## config.mk

```make
export PLATFORM = sky130hd
export DESIGN_NAME = afa_table
export DESIGN_NICKNAME = d
export VERILOG_FILES = /design/src/rtl/aligned_first_fit_allocator_assert.svh /design/src/rtl/afa_pkg.sv /design/src/rtl/afa_table.sv
export SDC_FILE = /design/constraint.sdc
export NUM_CORES = 2
export LEC_CHECK = 0
export BUFFER_PORTS_ARGS = -buffer_cell sky130_fd_sc_hd__buf_2
export CAP_MARGIN = 10
export CORE_MARGIN = 2
export CORE_UTILIZATION = 54
export CTS_BUF_LIST = sky130_fd_sc_hd__clkbuf_8
export DETAILED_ROUTE_END_ITERATION = 10
export PLACE_DENSITY = 0.72
export SYNTH_ARGS = -nofsm -noshare
export SYNTH_HDL_FRONTEND = slang
export SYNTH_SLANG_ARGS = --single-unit
```

## constraint.sdc

```tcl
create_clock -name clk -period 52.4 [get_ports clk]
set_input_delay 10.48 -clock clk [delete_from_list [all_inputs] [get_ports clk]]
set_output_delay 10.48 -clock clk [all_outputs]
set_load 0.01 [all_outputs]
```

## src/rtl/aligned_first_fit_allocator_assert.svh

```systemverilog
// ----------------------------------------------------------------------------
// Aligned first-fit allocator assertion macros
// Concurrent check macros that can be compiled out with NO_ASSERTIONS.
// ----------------------------------------------------------------------------
`ifndef ALIGNED_FIRST_FIT_ALLOCATOR_ASSERT_SVH
`define ALIGNED_FIRST_FIT_ALLOCATOR_ASSERT_SVH
`ifndef NO_ASSERTIONS
`define AFA_ASSERT_IMP(label, clk, rst_n, a, c, msg) \
    label: assert property (@(posedge clk) disable iff (!rst_n) (a) |-> (c)) \
        else $error(msg);
`define AFA_ASSERT_NEXT(label, clk, rst_n, a, c, msg) \
    label: assert property (@(posedge clk) disable iff (!rst_n) (a) |=> (c)) \
        else $error(msg);
`else
`define AFA_ASSERT_IMP(label, clk, rst_n, a, c, msg)
`define AFA_ASSERT_NEXT(label, clk, rst_n, a, c, msg)
`endif
`endif

```

## src/rtl/afa_pkg.sv

```systemverilog
// ----------------------------------------------------------------------------
// Aligned first-fit allocator package
// Word types, status and opcode codes, sequencer states and defaults.
// ----------------------------------------------------------------------------
package afa_pkg;

    localparam int MAX_ALLOCS_DEF = 16;
    localparam int ADDR_BITS_DEF  = 48;

    typedef enum logic [1:0] {
        OP_ALLOC    = 2'd0,
        OP_RELEASE  = 2'd1,
        OP_VALIDATE = 2'd2,
        OP_RSVD     = 2'd3
    } opcode_t;

    typedef enum logic [2:0] {
        ST_OK       = 3'd0,
        ST_INVALID  = 3'd1,
        ST_STALE    = 3'd2,
        ST_OOM      = 3'd3,
        ST_NOTFOUND = 3'd4
    } status_t;

    localparam logic REG_CAPACITY = 1'b0;
    localparam logic REG_EPOCH    = 1'b1;

    typedef enum logic [3:0] {
        S_IDLE,
        S_CHECK,
        S_ALIGN,
        S_FIT,
        S_GAP,
        S_FINAL,
        S_FFIT,
        S_INS,
        S_MATCH,
        S_DEL,
        S_DONE
    } state_t;

    typedef struct packed {
        logic [1:0]  opcode;
        logic [47:0] req_size;
        logic [47:0] req_alignment;
        logic [63:0] req_generation;
        logic [63:0] handle_id;
        logic [47:0] handle_offset;
    } in_word_t;

    typedef struct packed {
        logic [2:0]  status;
        logic [63:0] result_id;
        logic [47:0] result_offset;
        logic [47:0] bytes_in_use;
    } out_word_t;

endpackage

```

## src/rtl/afa_table.sv

```systemverilog
// ----------------------------------------------------------------------------
// Allocation table
// Entry memory with one read port and one write port; moves one entry a cycle.
// ----------------------------------------------------------------------------
module afa_table #(
    parameter int MAX_ALLOCS = afa_pkg::MAX_ALLOCS_DEF,
    parameter int IW = (MAX_ALLOCS > 1) ? $clog2(MAX_ALLOCS) : 1
) (
    input  logic          clk,
    input  logic [IW-1:0] raddr,
    input  logic          we,
    input  logic [IW-1:0] waddr,
    input  logic [207:0]  wdata,
    output logic [207:0]  rdata
);
    logic [207:0] mem [MAX_ALLOCS];

    // Write one entry, read one entry registered
    always_ff @(posedge clk)
    begin
        if (we)
        begin
            mem[waddr] <= wdata;
        end
        rdata <= mem[raddr];
    end
endmodule

```

==> key figures <==
Global route
  • GRT Resource Usage Total: approximately a quarter
  • Number of global-route vias before repair: around 63000
  • Global-route wire length before repair: around 430000 µm
  • Pin count of the biggest net entering global routing: roughly 140
  • GR Overflow Total: 0
  • Initial antenna violation count: 99

Final layout
  • Most common cell after layout, fill and taps aside: edfxtp_1
  • Ratio of cells with drive above 1 in the final layout: 30.4%
  • Nets@finish: around 6500
  • FF+latch area: about 100000 µm²
  • Area growth, synth to finish: 12.9%
  • Util after Layout: 61.2%
  • Most frequent cells in the layout: edfxtp_1, mux4_2, clkbuf_8
  • Multi-input gate area: ~23000 µm²
  • Fillers: between 15000 and 20000

Power and ir drop
  • Power share of the sequential group: 56.2%
  • Power share of the clock group: between 30 and 40%
  • Psw: roughly 0.0012 W
  • Power Total: approximately 0.0057 W
  • Leak pwr: a little under 50 nW
  • Gate power share: 4.9%
  • Sw Ratio: around 22%
  • Max VDD drop: ~26 µV
  • Pint: between 0.004 and 0.005 W
  • Power per cell area: ~39 nW/µm²

Clock network
  • CTS buffer count: 568
  • CTS Buffer Depth: 4
  • Clk_lat worst skew: roughly 1.1 ns
  • Root Buffer: clkbuf_8
  • H-tree depth: 6
  • Num Clock Sinks: between 3000 and 4000
  • Post-CTS Setup Inserts: 0
  • TritonCTS clock tree: done
  • Post-cts resize count: 0
  • Post-CTS Hold Fix Bufs: 0
  • Worst-path clk slew: ~0.060 ns

STA
  • Crit share post-route: between 20% and 30%
  • Max Slew Vio Count: 0
  • Final Hold Viols: 0
  • Max_slew headroom: between 10% and 20%
  • Worst-margin pin slew: 1.23 ns
  • Setup TNS: 0 ns
  • Final worst slack: ~38 ns
  • Fmax: between 0.06 and 0.07 GHz
  • Layout Skew: 0.0817 ns
  • Unrepaired setup endpoints after global routing: no
  • Endpoints failing setup: 0
  • Final critical-path required period: approximately 15 ns

Worst setup path
  • Worst-case reg-to-reg path depth: 3
  • RR Startpoint: mem[5][143]
  • Critical Path Sink: rdata[112]
  • Critical Path Source Type: input pin
  • Worst endpoint required time: around 53 ns
  • Capturing point of the worst reg2reg path: rdata[143]
  • CP max FO: 62
  • Crit Path Category: in -> reg
  • Slack of the worst reg-to-reg path: 50.82 ns
  • Arr. time, crit path: 15.54 ns
  • Crit. Startpoint: raddr[1]
  • Element type at the critical path end: flip-flop

Logic synthesis
  • Synth Warn #: 0
  • Dominant cell type by area after synthesis: edfxtp_1
  • Sequential area share after synthesis: between 80% and 90%
  • Post-synthesis instance total: ~5500
  • Yosys cell types: 21
  • Syn nets: 5686
  • Mapped Avg Cell Area: 23.5 µm²
  • Synth area leaders: edfxtp_1, mux4_2, dfxtp_1
  • Post-synth top area share: roughly 78%
  • Mapped cell area: ~130000 µm²
  • Synth Register Bits: between 3000 and 4000

Die
  • I/O pin count: about 430
  • Core area: between 200000 and 250000 µm²
  • Site row count: roughly 180
  • Initial core utilization: approximately 54%
  • Die outline area: ~240000 µm²
  • Die width: between 400 and 500 µm
  • Die H: 492 µm

Detailed routing
  • DR iter-0 viols: approximately 7000
  • DR DRC count: 0
  • Antenna-violating nets left: 0
  • Vias: 61600
  • Routed WL per cell: roughly 30 µm
  • DRT Pass-1 Iters: 6
  • Vias per cell: just over 6
  • Routed wire length: 297000 µm

Placed design
  • HPWL after DPL: approximately 150000 µm
  • I/O Buffers: 425
  • Dpl ws: roughly 37 ns
  • Routability cong.: around 0.74

Outcome
  • Status: finished clean

Job
  • Max_cap viols: 0

Min path
  • HP Start: mem[13][39]
  • Min-Delay Path Class: reg -> reg
[logic make-up after synthesis]
kind of cell           share of synthesized area (%)
DFF                                             80.9
muxes                                           14.5
and+or+nand+nor                                0.888
buffers and inverters                           1.16
AOI/OAI and AO/OA                               2.63
[flip-flops by register name, summed over array words and instances, names as in the netlist]
name,flops
rdata,208
mem,3328
[through the flow]
step / cell area [µm²] / hold WS (ns) / std cells
6_report: 145000 / 0.622 / 9944
4_1_cts: 145000 / 0.633 / 9898
2_1_floorplan: 129000 / 0.635 / 5468
3_5_place_dp: 135000 / 0.652 / 8885
3_3_place_gp: 135000 / 0.644 / 8885
5_1_grt: 145000 / 0.648 / 9919
[worst min path at each step]
stage	to	slack (ns)	depth (start not counted)
6_report	rdata[39]	0.62	3
4_1_cts	rdata[207]	0.63	3
3_5_place_dp	rdata[33]	0.65	3
3_3_place_gp	rdata[207]	0.64	3
2_1_floorplan	rdata[0]	0.63	3
5_1_grt	rdata[39]	0.65	3
[critical path: stages]
cell     delay (ns)
buf_8          0.37
buf_4          0.82
buf_4          0.78
buf_4          0.76
buf_4          0.59
buf_4          0.72
mux4_2         0.41
a22oi_1        0.24
nand2_1        0.09
[synth_stat cells (all sizes together)]
cell	instances
a22oi	447
and2	4
buf	181
clkbuf	108
dfxtp	208
edfxtp	3328
mux2i	154
mux4	758
nand2	203
nand2b	2
nand3	38
nand3b	2
nor2	16
nor2b	8
nor3	4
o21ai	6
or3b	1
[final cells by class]
class | count | share of cell area [%]
antenna | 46 | 0.0792
clock buffer | 635 | 6.01
tap | 3167 | 2.73
clock inverter | 378 | 1.33
sequential | 3536 | 71.6
timing repair buffer | 539 | 2.22
multi-input combinational | 1643 | 16.0
[layer usage]
| layer | vias up | global-route usage, % | routed length [µm] |
|---|---|---|---|
| li1 | 25100 | - | - |
| met1 | 32700 | 34.7 | 117000 |
| met2 | 3161 | 37.5 | 143000 |
| met3 | 548 | 6.66 | 30600 |
| met4 | 76 | 7.66 | 6290 |
| met5 | - | 0 | 490 |
[power groups by stage]
stage | Clock, W | Sequential [W] | Combinational, W
3_3_place_gp | 0 | 0.00324 | 0.000273
6_report | 0.00221 | 0.00319 | 0.000277
2_1_floorplan | 0 | 0.00326 | 0.000151
3_5_place_dp | 0 | 0.00325 | 0.000279
5_1_grt | 0.00237 | 0.00319 | 0.000298
4_1_cts | 0.00225 | 0.00319 | 0.000280
(Power assumes the default switching activity.)
